[src/hdl/itp_pkg.sv]
// shared types, codes and character tables for the infix to postfix converter
`timescale 1ns / 1ps

package itp_pkg;

    localparam int STACK_DEPTH = 32;
    localparam int CNT_W       = $clog2(STACK_DEPTH + 1);
    localparam int CODE_W      = 3;
    localparam int CHAR_W      = 8;
    localparam int PREC_W      = 2;
    localparam int ERR_W       = 2;

    typedef logic [CODE_W-1:0] code_t;
    typedef logic [CHAR_W-1:0] char_t;
    typedef logic [PREC_W-1:0] prec_t;
    typedef logic [ERR_W-1:0]  err_t;
    typedef logic [CNT_W-1:0]  cnt_t;

    // stack entry codes
    localparam code_t CODE_OPEN = 3'd0;
    localparam code_t CODE_ADD  = 3'd1;
    localparam code_t CODE_SUB  = 3'd2;
    localparam code_t CODE_MUL  = 3'd3;
    localparam code_t CODE_DIV  = 3'd4;

    localparam char_t CHAR_OPEN  = 8'h28;
    localparam char_t CHAR_CLOSE = 8'h29;
    localparam char_t CHAR_PLUS  = 8'h2b;
    localparam char_t CHAR_MINUS = 8'h2d;
    localparam char_t CHAR_STAR  = 8'h2a;
    localparam char_t CHAR_SLASH = 8'h2f;
    localparam char_t CHAR_NUL   = 8'h00;

    localparam prec_t PREC_OPEN = 2'd0;
    localparam prec_t PREC_ADD  = 2'd1;
    localparam prec_t PREC_MUL  = 2'd2;

    localparam err_t ERR_NONE      = 2'd0;
    localparam err_t ERR_FULL      = 2'd1;
    localparam err_t ERR_UNMATCHED = 2'd2;

    // request kinds
    typedef logic [2:0] kind_t;
    localparam kind_t KIND_END   = 3'd0;
    localparam kind_t KIND_OP    = 3'd1;
    localparam kind_t KIND_OPEN  = 3'd2;
    localparam kind_t KIND_CLOSE = 3'd3;
    localparam kind_t KIND_OTHER = 3'd4;

    // stack operations
    typedef logic [1:0] stk_op_t;
    localparam stk_op_t STK_NONE    = 2'd0;
    localparam stk_op_t STK_PUSH    = 2'd1;
    localparam stk_op_t STK_POP     = 2'd2;
    localparam stk_op_t STK_REPLACE = 2'd3;

    // result sources
    typedef logic [2:0] emit_sel_t;
    localparam emit_sel_t EMIT_TOP       = 3'd0;
    localparam emit_sel_t EMIT_CHAR      = 3'd1;
    localparam emit_sel_t EMIT_TERM      = 3'd2;
    localparam emit_sel_t EMIT_FULL      = 3'd3;
    localparam emit_sel_t EMIT_UNMATCHED = 3'd4;

    typedef struct packed {
        kind_t kind;
        logic  count_zero;
        logic  full;
        logic  pop_cond;
        logic  more_pop;
        logic  top_open;
        logic  second_open;
        logic  out_free;
    } status_t;

    typedef struct packed {
        logic      load;
        stk_op_t   stk_op;
        logic      emit;
        emit_sel_t emit_sel;
        logic      emit_last;
    } cmd_t;

    function automatic char_t code_char(input code_t code);
        char_t ch;
        case (code)
            CODE_ADD: ch = CHAR_PLUS;
            CODE_SUB: ch = CHAR_MINUS;
            CODE_MUL: ch = CHAR_STAR;
            CODE_DIV: ch = CHAR_SLASH;
            default:  ch = CHAR_OPEN;
        endcase
        return ch;
    endfunction

    function automatic prec_t code_prec(input code_t code);
        prec_t p;
        case (code)
            CODE_ADD, CODE_SUB: p = PREC_ADD;
            CODE_MUL, CODE_DIV: p = PREC_MUL;
            default:            p = PREC_OPEN;
        endcase
        return p;
    endfunction

endpackage

[src/hdl/itp_dp.sv]
// datapath: request register, operator stack, output register
`timescale 1ns / 1ps

module itp_dp (
    input  logic                 aclk,
    input  logic                 aresetn,
    input  itp_pkg::cmd_t        cmd,
    input  logic                 s_mode,
    input  itp_pkg::char_t       s_in_char,
    input  logic                 m_ready,
    output itp_pkg::status_t     status,
    output logic                 m_valid,
    output itp_pkg::char_t       m_out_char,
    output logic                 m_last,
    output logic                 m_end_of_expr,
    output itp_pkg::err_t        m_error
);

    itp_pkg::kind_t  kind_reg;
    itp_pkg::code_t  code_reg;
    itp_pkg::char_t  char_reg;
    itp_pkg::kind_t  in_kind;
    itp_pkg::code_t  in_code;

    itp_pkg::code_t  stk_reg  [itp_pkg::STACK_DEPTH];
    itp_pkg::code_t  stk_next [itp_pkg::STACK_DEPTH];
    itp_pkg::cnt_t   count_reg;
    itp_pkg::cnt_t   count_next;

    logic            m_valid_reg;
    logic            m_valid_next;
    itp_pkg::char_t  m_out_char_reg;
    logic            m_last_reg;
    logic            m_end_of_expr_reg;
    itp_pkg::err_t   m_error_reg;
    itp_pkg::char_t  emit_char;
    logic            emit_eoe;
    itp_pkg::err_t   emit_err;

    // classify the incoming request
    always_comb begin
        in_kind = itp_pkg::KIND_OTHER;
        in_code = itp_pkg::CODE_OPEN;
        if (s_mode) begin
            in_kind = itp_pkg::KIND_END;
        end else begin
            case (s_in_char)
                itp_pkg::CHAR_OPEN: begin
                    in_kind = itp_pkg::KIND_OPEN;
                end
                itp_pkg::CHAR_CLOSE: begin
                    in_kind = itp_pkg::KIND_CLOSE;
                end
                itp_pkg::CHAR_PLUS: begin
                    in_kind = itp_pkg::KIND_OP;
                    in_code = itp_pkg::CODE_ADD;
                end
                itp_pkg::CHAR_MINUS: begin
                    in_kind = itp_pkg::KIND_OP;
                    in_code = itp_pkg::CODE_SUB;
                end
                itp_pkg::CHAR_STAR: begin
                    in_kind = itp_pkg::KIND_OP;
                    in_code = itp_pkg::CODE_MUL;
                end
                itp_pkg::CHAR_SLASH: begin
                    in_kind = itp_pkg::KIND_OP;
                    in_code = itp_pkg::CODE_DIV;
                end
                default: begin
                    in_kind = itp_pkg::KIND_OTHER;
                end
            endcase
        end
    end

    always_ff @(posedge aclk) begin
        if (cmd.load) begin
            kind_reg <= in_kind;
            code_reg <= in_code;
            char_reg <= s_in_char;
        end
    end

    // stack as a shift line, entry 0 is the top
    always_comb begin
        for (int i = 0; i < itp_pkg::STACK_DEPTH; i++) begin
            stk_next[i] = stk_reg[i];
        end
        count_next = count_reg;
        case (cmd.stk_op)
            itp_pkg::STK_PUSH: begin
                stk_next[0] = code_reg;
                for (int i = 1; i < itp_pkg::STACK_DEPTH; i++) begin
                    stk_next[i] = stk_reg[i-1];
                end
                count_next = count_reg + itp_pkg::cnt_t'(1);
            end
            itp_pkg::STK_POP: begin
                for (int i = 0; i < itp_pkg::STACK_DEPTH - 1; i++) begin
                    stk_next[i] = stk_reg[i+1];
                end
                count_next = count_reg - itp_pkg::cnt_t'(1);
            end
            itp_pkg::STK_REPLACE: begin
                stk_next[0] = code_reg;
            end
            default: begin
            end
        endcase
    end

    always_ff @(posedge aclk) begin
        for (int i = 0; i < itp_pkg::STACK_DEPTH; i++) begin
            stk_reg[i] <= stk_next[i];
        end
    end

    always_ff @(posedge aclk) begin
        if (!aresetn) begin
            count_reg <= '0;
        end else begin
            count_reg <= count_next;
        end
    end

    always_comb begin
        status.kind        = kind_reg;
        status.count_zero  = (count_reg == '0);
        status.full        = (count_reg == itp_pkg::cnt_t'(itp_pkg::STACK_DEPTH));
        status.pop_cond    = itp_pkg::code_prec(code_reg) <= itp_pkg::code_prec(stk_reg[0]);
        status.more_pop    = (count_reg > itp_pkg::cnt_t'(1))
                           && (itp_pkg::code_prec(code_reg) <= itp_pkg::code_prec(stk_reg[1]));
        status.top_open    = (stk_reg[0] == itp_pkg::CODE_OPEN);
        status.second_open = (count_reg > itp_pkg::cnt_t'(1))
                           && (stk_reg[1] == itp_pkg::CODE_OPEN);
        status.out_free    = !m_valid_reg || m_ready;
    end

    always_comb begin
        emit_char = itp_pkg::CHAR_NUL;
        emit_eoe  = 1'b0;
        emit_err  = itp_pkg::ERR_NONE;
        case (cmd.emit_sel)
            itp_pkg::EMIT_TOP:       emit_char = itp_pkg::code_char(stk_reg[0]);
            itp_pkg::EMIT_CHAR:      emit_char = char_reg;
            itp_pkg::EMIT_TERM:      emit_eoe  = 1'b1;
            itp_pkg::EMIT_FULL:      emit_err  = itp_pkg::ERR_FULL;
            itp_pkg::EMIT_UNMATCHED: emit_err  = itp_pkg::ERR_UNMATCHED;
            default: begin
            end
        endcase
    end

    always_comb begin
        m_valid_next = m_valid_reg;
        if (cmd.emit) begin
            m_valid_next = 1'b1;
        end else if (m_ready) begin
            m_valid_next = 1'b0;
        end
    end

    always_ff @(posedge aclk) begin
        if (!aresetn) begin
            m_valid_reg <= 1'b0;
        end else begin
            m_valid_reg <= m_valid_next;
        end
    end

    always_ff @(posedge aclk) begin
        if (cmd.emit) begin
            m_out_char_reg    <= emit_char;
            m_last_reg        <= cmd.emit_last;
            m_end_of_expr_reg <= emit_eoe;
            m_error_reg       <= emit_err;
        end
    end

    assign m_valid       = m_valid_reg;
    assign m_out_char    = m_out_char_reg;
    assign m_last        = m_last_reg;
    assign m_end_of_expr = m_end_of_expr_reg;
    assign m_error       = m_error_reg;

endmodule

[src/hdl/itp_ctrl.sv]
// controller: sequences stack pops, pushes and results for one request
`timescale 1ns / 1ps

module itp_ctrl (
    input  logic               aclk,
    input  logic               aresetn,
    input  logic               s_valid,
    input  itp_pkg::status_t   status,
    output logic               s_ready,
    output itp_pkg::cmd_t      cmd
);

    localparam logic ST_IDLE = 1'b0;
    localparam logic ST_WORK = 1'b1;

    logic state_reg;
    logic state_next;
    logic done;

    always_comb begin
        cmd            = '0;
        cmd.stk_op     = itp_pkg::STK_NONE;
        cmd.emit_sel   = itp_pkg::EMIT_TOP;
        done           = 1'b0;
        s_ready        = (state_reg == ST_IDLE);
        state_next     = state_reg;
        case (state_reg)
            ST_IDLE: begin
                if (s_valid) begin
                    cmd.load   = 1'b1;
                    state_next = ST_WORK;
                end
            end
            ST_WORK: begin
                case (status.kind)
                    itp_pkg::KIND_END: begin
                        cmd.emit = 1'b1;
                        if (!status.count_zero) begin
                            cmd.stk_op = itp_pkg::STK_POP;
                        end else begin
                            cmd.emit_sel  = itp_pkg::EMIT_TERM;
                            cmd.emit_last = 1'b1;
                            done          = 1'b1;
                        end
                    end
                    itp_pkg::KIND_OP: begin
                        if (!status.count_zero && status.pop_cond) begin
                            cmd.emit      = 1'b1;
                            cmd.emit_last = !status.more_pop;
                            if (status.more_pop) begin
                                cmd.stk_op = itp_pkg::STK_POP;
                            end else begin
                                // last pop and the push fold into one overwrite
                                cmd.stk_op = itp_pkg::STK_REPLACE;
                                done       = 1'b1;
                            end
                        end else if (status.full) begin
                            cmd.emit      = 1'b1;
                            cmd.emit_sel  = itp_pkg::EMIT_FULL;
                            cmd.emit_last = 1'b1;
                            done          = 1'b1;
                        end else begin
                            cmd.stk_op = itp_pkg::STK_PUSH;
                            done       = 1'b1;
                        end
                    end
                    itp_pkg::KIND_OPEN: begin
                        if (status.full) begin
                            cmd.emit      = 1'b1;
                            cmd.emit_sel  = itp_pkg::EMIT_FULL;
                            cmd.emit_last = 1'b1;
                        end else begin
                            cmd.stk_op = itp_pkg::STK_PUSH;
                        end
                        done = 1'b1;
                    end
                    itp_pkg::KIND_CLOSE: begin
                        if (status.count_zero) begin
                            cmd.emit      = 1'b1;
                            cmd.emit_sel  = itp_pkg::EMIT_UNMATCHED;
                            cmd.emit_last = 1'b1;
                            done          = 1'b1;
                        end else if (status.top_open) begin
                            cmd.stk_op = itp_pkg::STK_POP;
                            done       = 1'b1;
                        end else begin
                            // last when the matching open sits right below
                            cmd.emit      = 1'b1;
                            cmd.emit_last = status.second_open;
                            cmd.stk_op    = itp_pkg::STK_POP;
                        end
                    end
                    default: begin
                        cmd.emit      = 1'b1;
                        cmd.emit_sel  = itp_pkg::EMIT_CHAR;
                        cmd.emit_last = 1'b1;
                        done          = 1'b1;
                    end
                endcase
                // hold everything while the output register is occupied
                if (cmd.emit && !status.out_free) begin
                    cmd.emit   = 1'b0;
                    cmd.stk_op = itp_pkg::STK_NONE;
                    done       = 1'b0;
                end
                if (done) begin
                    state_next = ST_IDLE;
                end
            end
            default: begin
                state_next = ST_IDLE;
            end
        endcase
    end

    always_ff @(posedge aclk) begin
        if (!aresetn) begin
            state_reg <= ST_IDLE;
        end else begin
            state_reg <= state_next;
        end
    end

endmodule

[src/hdl/infix_to_postfix_converter_unit.sv]
// top level of the infix to postfix converter
`timescale 1ns / 1ps

// Converts an infix expression, one character per request, to postfix.
// Input channel s_*: s_mode 0 carries a character in s_in_char, s_mode 1
// ends the expression and flushes the operator stack.
// Output channel m_*: one character per result on m_out_char; m_last marks
// the final result of a request, m_end_of_expr the terminator after a flush,
// m_error 1 for a dropped push on a full stack, 2 for an unmatched ')'.
// A request is taken in the idle state into the request register; the work
// state then pops one stack entry per cycle while the output register can
// take its results. A ')' that ends on its '(' after popping, an unmatched
// ')' after its pops and an end flush, which adds the terminator, take a
// further step after their pops. A request that gives no result (pushed '('
// or operator, ')' that meets its '(' at once) still passes through the work
// state. The first result of a request passes through the request register
// and then the output register.
// Results pass through an output register; while m_ready is low and that
// register is full, a step that gives a result holds and s_ready stays low.
// Reset empties the stack and the output register; the block is ready once
// reset is released.
module infix_to_postfix_converter_unit (
    input  logic                 aclk,
    input  logic                 aresetn,
    input  logic                 s_valid,
    output logic                 s_ready,
    input  logic                 s_mode,
    input  itp_pkg::char_t       s_in_char,
    output logic                 m_valid,
    input  logic                 m_ready,
    output itp_pkg::char_t       m_out_char,
    output logic                 m_last,
    output logic                 m_end_of_expr,
    output itp_pkg::err_t        m_error
);

    itp_pkg::status_t status;
    itp_pkg::cmd_t    cmd;

    itp_ctrl u_ctrl (
        .aclk    (aclk),
        .aresetn (aresetn),
        .s_valid (s_valid),
        .status  (status),
        .s_ready (s_ready),
        .cmd     (cmd)
    );

    itp_dp u_dp (
        .aclk          (aclk),
        .aresetn       (aresetn),
        .cmd           (cmd),
        .s_mode        (s_mode),
        .s_in_char     (s_in_char),
        .m_ready       (m_ready),
        .status        (status),
        .m_valid       (m_valid),
        .m_out_char    (m_out_char),
        .m_last        (m_last),
        .m_end_of_expr (m_end_of_expr),
        .m_error       (m_error)
    );

    // the terminator is always the final, clean result of its request
    a_term_is_last: assert property (@(posedge aclk) disable iff (!aresetn)
        m_valid && m_end_of_expr |-> m_last && (m_out_char == itp_pkg::CHAR_NUL)
            && (m_error == itp_pkg::ERR_NONE))
        else $error("terminator result malformed");

    // error results carry no character and close their request
    a_err_is_last: assert property (@(posedge aclk) disable iff (!aresetn)
        m_valid && (m_error != itp_pkg::ERR_NONE) |-> m_last
            && (m_out_char == itp_pkg::CHAR_NUL) && !m_end_of_expr)
        else $error("error result malformed");

    a_err_code: assert property (@(posedge aclk) disable iff (!aresetn)
        m_valid |-> (m_error == itp_pkg::ERR_NONE) || (m_error == itp_pkg::ERR_FULL)
            || (m_error == itp_pkg::ERR_UNMATCHED))
        else $error("undefined error code");

    // one request at a time: the cycle after a request is taken, the input is closed
    a_one_at_a_time: assert property (@(posedge aclk) disable iff (!aresetn)
        s_valid && s_ready |=> !s_ready)
        else $error("second request taken during work");

endmodule

[config.mk]
export PLATFORM = sky130hd
export DESIGN_NAME = infix_to_postfix_converter_unit
export DESIGN_NICKNAME = d
export VERILOG_FILES = /design/src/hdl/itp_pkg.sv /design/src/hdl/itp_dp.sv /design/src/hdl/itp_ctrl.sv /design/src/hdl/infix_to_postfix_converter_unit.sv
export SDC_FILE = /design/constraint.sdc
export NUM_CORES = 1
export LEC_CHECK = 0
export ABC_AREA = 0
export BUFFER_PORTS_ARGS = -buffer_cell sky130_fd_sc_hd__buf_2
export CORE_MARGIN = 3
export CORE_UTILIZATION = 35
export CTS_CLUSTER_DIAMETER = 60
export CTS_CLUSTER_SIZE = 10
export DETAILED_ROUTE_END_ITERATION = 10
export PLACE_DENSITY = 0.59
export SETUP_SLACK_MARGIN = 0.2
export SLEW_MARGIN = 20
export SYNTH_ARGS = -nofsm -noshare
export SYNTH_HDL_FRONTEND = slang
export SYNTH_SLANG_ARGS = --single-unit
export TNS_END_PERCENT = 5
[constraint.sdc]
create_clock -name aclk -period 8.7 [get_ports aclk]
set_input_delay 0.87 -clock aclk [delete_from_list [all_inputs] [get_ports aclk]]
set_output_delay 0.87 -clock aclk [all_outputs]
set_load 0.03 [all_outputs]
* Word level (Yosys, flattened, before mapping)
Memory sizes are Yosys's and may differ from the RTL's.
Index checks and enable logic that the tools add are counted.
** Word-level totals
- Bits in writable memories :: 96
- Word-level logic and storage cells :: 116
- Input port bits :: 13
- Output and inout bits :: 14
- Register bits :: 34
- Memories kept :: 1
** Memory list
- u_dp.stk_reg :: words 32, width 3, read ports 32, clocked after Yosys merged registers in 0, write ports 32, RTL line itp_dp.sv:25 : itp_pkg::code_t stk_reg [itp_pkg::STACK_DEPTH];
** Cells by class
- Order comparisons :: 3
- $add $sub $neg :: 2
- Muxes and demuxes :: 45
- Bitwise gates (word level) :: 1
- Equality and inequality tests :: 29
- Reduce and logical (&&, ||, !) cells :: 25
** Operator list (count)
- $pmux 90 s2 :: 1
- $eq 8x6->1 const B :: 6
- $eq 3x2->1 const B :: 10
- $pmux 3 s4 :: 2
- $mux 1 :: 20
- $pmux 5 s4 :: 1
- $mux 3 :: 6
- $pmux 2 s2 :: 4
- $pmux 8 s2 :: 1
- $reduce_or 2->1 :: 8
- $eq 3x1->1 const B :: 5
- $eq 3x3->1 const B :: 4
- $logic_not 3->1 :: 4
- $pmux 6 s2 :: 1
- $mux 5 :: 2
- $pmux 3 s3 :: 1
- $mux 7 :: 1
- $add 6x1->6 const B :: 1
- $eq 6x6->1 const B :: 1
- $gt 6x1->1 const B :: 1
- $logic_not 6->1 :: 1
- $pmux 2 s3 :: 1
- $pmux 3 s2 :: 1
- $sub 6x1->6 const B :: 1
- 12 further kinds :: 21

* Longest topological paths before layout
An unclocked memory read counts as a cell.
- Depth after elaboration :: 16
- Gate-level depth with buffers :: 20
- Gate-level depth less buffers :: 17

* Modules after synthesis
From an unflattened synthesis, not the netlist that was laid out.
** Unflattened totals
- Cells, all modules :: 402
- Area, all modules :: 6033.3 um2
** Modules (own cells, without submodules)
- itp_dp :: area each 5734.2 um2, instances 1, cells each 353, sequential area each 3803.6 um2
- itp_ctrl :: area each 299.0 um2, instances 1, cells each 49, sequential area each 20.0 um2

* Worst setup path after synthesis
OpenSTA, ideal clock, no wires.
- Path kind :: flip-flop to flip-flop
- Start :: memory u_dp.stk_reg[0][2] (netlist name)
- End :: register u_dp.count_reg[5]
- Path buffers :: 1
- Setup slack :: 3.043 ns
- Data arrival time :: 5.582 ns
- Setup time :: 0.076 ns
- Stages on the path, launching flop included :: 15
- Path through :: edfxtp_1 nand2b_1 o21a_1 ha_1 nor2b_1 a2bb2oi_1 o311ai_1 a21oi_1 nor2b_1 buf_6 inv_1 ha_1 o21ai_0 or3_1 a21boi_0
** RTL lines
- start, declared :: RTL line itp_dp.sv:25
- end signal, assigned :: RTL line itp_dp.sv:123 : count_reg <= count_next;
- end, declared :: RTL line itp_dp.sv:27 : itp_pkg::cnt_t count_reg;

==> impl_results.md <==
- Share of cells above drive strength 1: 34.7%
- Max_slew headroom: 31.9%
- Final antenna diode count: 0
- Post-synthesis cell count: 395
- Max reg flops: 96
- Setup TNS Final: 0 ns
- Endpoint class of the critical path: flop
- Total gr overflow: 0
- CTS tree: done
- Hold endpoint: u_dp.stk_reg[1][47]$_DFFE_PN_
- Hold_buf cts: 0
- Worst-skew pair later-pin latency: 0.41 ns
- Hold Path Class: reg -> reg
- Yosys cell types: 46
- Final Setup Violations: 0
- Ports: 27
- HPWL after detailed placement: 5960 um
- Cell area after placement: 6260 sq um
- Worst Hold Slack: 0.450 ns
- Critical path launch point type: flop
- Design area: 6820 sq um
- Initial Util: 36.4%
- Detailed Routing Iterations Pass 1: 4
- Via-per-instance ratio: 4.83
- Busiest layer in global routing: met2
- Post-synthesis cell area: 5920 sq um
- Met2 capacity usage during global routing: 16.5%
- Final Max Slew Viols: 0
- Num CTS Buffers: 17
- Residual DRC: 0
- Slew at the pin with the worst max-slew slack: 1.02 ns
- Worst slack, placed: 3.87 ns
- Clock Sinks: 130
- Met3 capacity usage during global routing: 3.66%
- Core ar.: 16200 sq um
- WHS Path Cells: 0
- Post-DRT Antenna Nets: 0
- Postcts setup bufs: 0
- Yosys warnings: 0
- # port buffers: 26
- Critical Path RT: 9.04 ns
- Worst reg2reg path depth: 15
- Final hold violation count: 0
- Peak VDD IR: 0.141 mV
- RSZ-0062 raised after global routing: false
- Post-CTS sizing: 0
- Die X: 136 um
- Initial antenna violation count: 0
- Worst EP arrival: 5.21 ns
- Row count: 46
- Synth Register Bits: 130
- CTS H-tree lvls: 4
- First-pass GRT wire length: 15900 um
- Peak Freq: 205 MHz
- Clk buf depth: 2
- Die H: 136 um
- Fin crit share: 56.0%
- Max cap viols: 0
- Largest net degree at the start of global routing: 84
- Syn nets: 418
- Root Buffer: clkbuf_16
- Vias: 3143
- Layout area overhead: 15.3%
- Worst R2R Start: u_dp.stk_reg[0][2]$_DFFE_PP_
- Final setup margin: 3.82 ns
- Status: completed
- Hold path startpoint: u_dp.stk_reg[1][44]$_DFFE_PP_
- R2r setup slk: 3.82 ns
- Final WL: 9420 um
- Routed len/inst: 14.5 um
- Mean Syn Cell Area: 15.0 sq um
- Total track usage: 10.9%
- Worst r2r dst: u_dp.count_reg[5]$_SDFFE_PN0P_
- Worst Skew: 0.00903 ns
- Register area share after synthesis: 64.6%
- DIE AREA: 18500 sq um
- WS Path Type: reg -> reg
- First DRT Iteration DRCs: 306
- Vias in the first global route: 3230
- Clock transition at path regs: 0.06 ns
- Leakage: 0.00230 uW
- Final net count: 445
- Placer Congestion: 0.799
- Power Density: 215 nW/um^2
- M1 GR Usage: 14.3%
- Min cycle time layout: 4.88 ns
- Largest fanout on the critical path: 83
==> metrics by stage <==
step | utilization, % | power, uW | std cells
after floorplan | - | 791 | 395
after CTS | 42.0 | 1490 | 651
final | 42.0 | 1470 | 651
after global placement | 38.6 | 813 | 619
after detailed placement | 38.6 | 815 | 619
after global routing | 42.0 | 1530 | 651
==> worst max-delay path, cell delays in order (launching register included) <==
cell	delay, ns
edfxtp_1	0.47
nand2b_1	0.22
o21a_1	0.19
ha_1	0.29
nor2b_1	0.13
a2bb2oi_1	0.18
o311ai_1	0.53
a21oi_1	0.18
nor2b_1	0.25
inv_1	0.20
ha_4	0.30
buf_4	0.76
nor4b_1	0.30
o21ai_0	0.19
or3_1	0.40
a21boi_0	0.15
==> power breakdown <==
| part | leakage (uW) | total [uW] | internal (uW) | switching [uW] |
|---|---|---|---|---|
| clock network | 0.000262 | 667 | 418 | 249 |
| registers | 0.00118 | 723 | 709 | 13.7 |
| logic | 0.000855 | 79.1 | 32.2 | 46.9 |
==> placed cells by master (no fill, tap or decap), types with 3 or more instances in the layout <==
master and count:
and2_1 4, edfxtp_1 122, or3_1 3, xnor2_1 7
nand3_1 5, a21oi_1 11, clkinvlp_4 3, clkbuf_16 17
nor4_1 3, mux2_4 3, nor2_1 18, dfxtp_1 8
nand2_1 20, nor2b_1 7, buf_2 26, a21o_1 3
inv_1 10, clkbuf_1 4, ha_1 8, nor3_1 7
o21ai_0 8, nand2b_1 7, mux2_2 89, and3_1 3
clkinv_2 3, a32o_1 3
==> worst max-delay path by stage <==
stage	startpoint	to	slack, ns	cells after the start
after floorplan	u_dp.stk_reg[0][2]$_DFFE_PP_	u_dp.count_reg[5]$_SDFFE_PN0P_	3.04	14
after global placement	u_dp.stk_reg[0][2]$_DFFE_PP_	u_dp.count_reg[5]$_SDFFE_PN0P_	4.04	15
after detailed placement	u_dp.stk_reg[0][2]$_DFFE_PP_	u_dp.count_reg[5]$_SDFFE_PN0P_	3.87	15
after CTS	u_dp.stk_reg[0][2]$_DFFE_PP_	u_dp.count_reg[5]$_SDFFE_PN0P_	3.83	15
after global routing	u_dp.stk_reg[0][2]$_DFFE_PP_	u_dp.count_reg[5]$_SDFFE_PN0P_	3.40	15
final	u_dp.stk_reg[0][2]$_DFFE_PP_	u_dp.count_reg[5]$_SDFFE_PN0P_	3.82	15
==> cells in the mapped netlist (all sizes together) <==
master   number  area share [%]
and4b         1            0.17
buf           5            0.61
a31oi         1            0.11
nor2         18             1.1
nor3b         1            0.13
o21ai         9            0.76
a2bb2oi       1            0.15
and3          3            0.32
a32o          3            0.51
nand2        20             1.3
and2          5            0.53
o31ai         1            0.13
and3b         1            0.15
o311a         1            0.17
nor4          3            0.32
o21a          1            0.13
nor2b         8            0.85
o211a         1            0.17
o22ai         1            0.11
nand2b        7            0.74
o41a          1            0.19
xor2          2            0.30
o311ai        2            0.30
xnor2         7             1.0
clkbuf       15            0.95
nor3          7            0.59
nand3         5            0.42
mux2         92              18
edfxtp      122              62
nor4b         2            0.40
dfxtp         8             2.7
or4b          1            0.23
ha           10             2.1
a21boi        2            0.25
or3           3            0.32
inv          10            0.63
a21oi        11            0.93
a21o          3            0.38
a222oi        1            0.17
==> layer usage <==
metal / share of wire (%) / vias to the layer above
met4: 1.8 / 0
li1: - / 1543
met1: 48 / 1535
met3: 3.2 / 17
met2: 47 / 48
met5: 0 / -
==> final cells by class <==
cell class / instances / area [sq um]
sequential: 130 / 3820
clock buffer: 21 / 440
inverter: 10 / 37.5
clock inverter: 11 / 114
timing repair buffer: 28 / 145
multi-input combinational: 235 / 1990
tap: 216 / 270
fill: 1494 / 9410
==> cell families after synthesis <==
family | after synthesis | share of synthesized area (%)
buf+inv | 30 | 2.20
simple gates | 85 | 7.57
mux | 92 | 17.7
xor+xnor | 9 | 1.33
compound gates | 39 | 4.44
flops | 130 | 64.6
fa+ha+maj | 10 | 2.12
No activity file was read; power rests on OpenSTA's default activity.
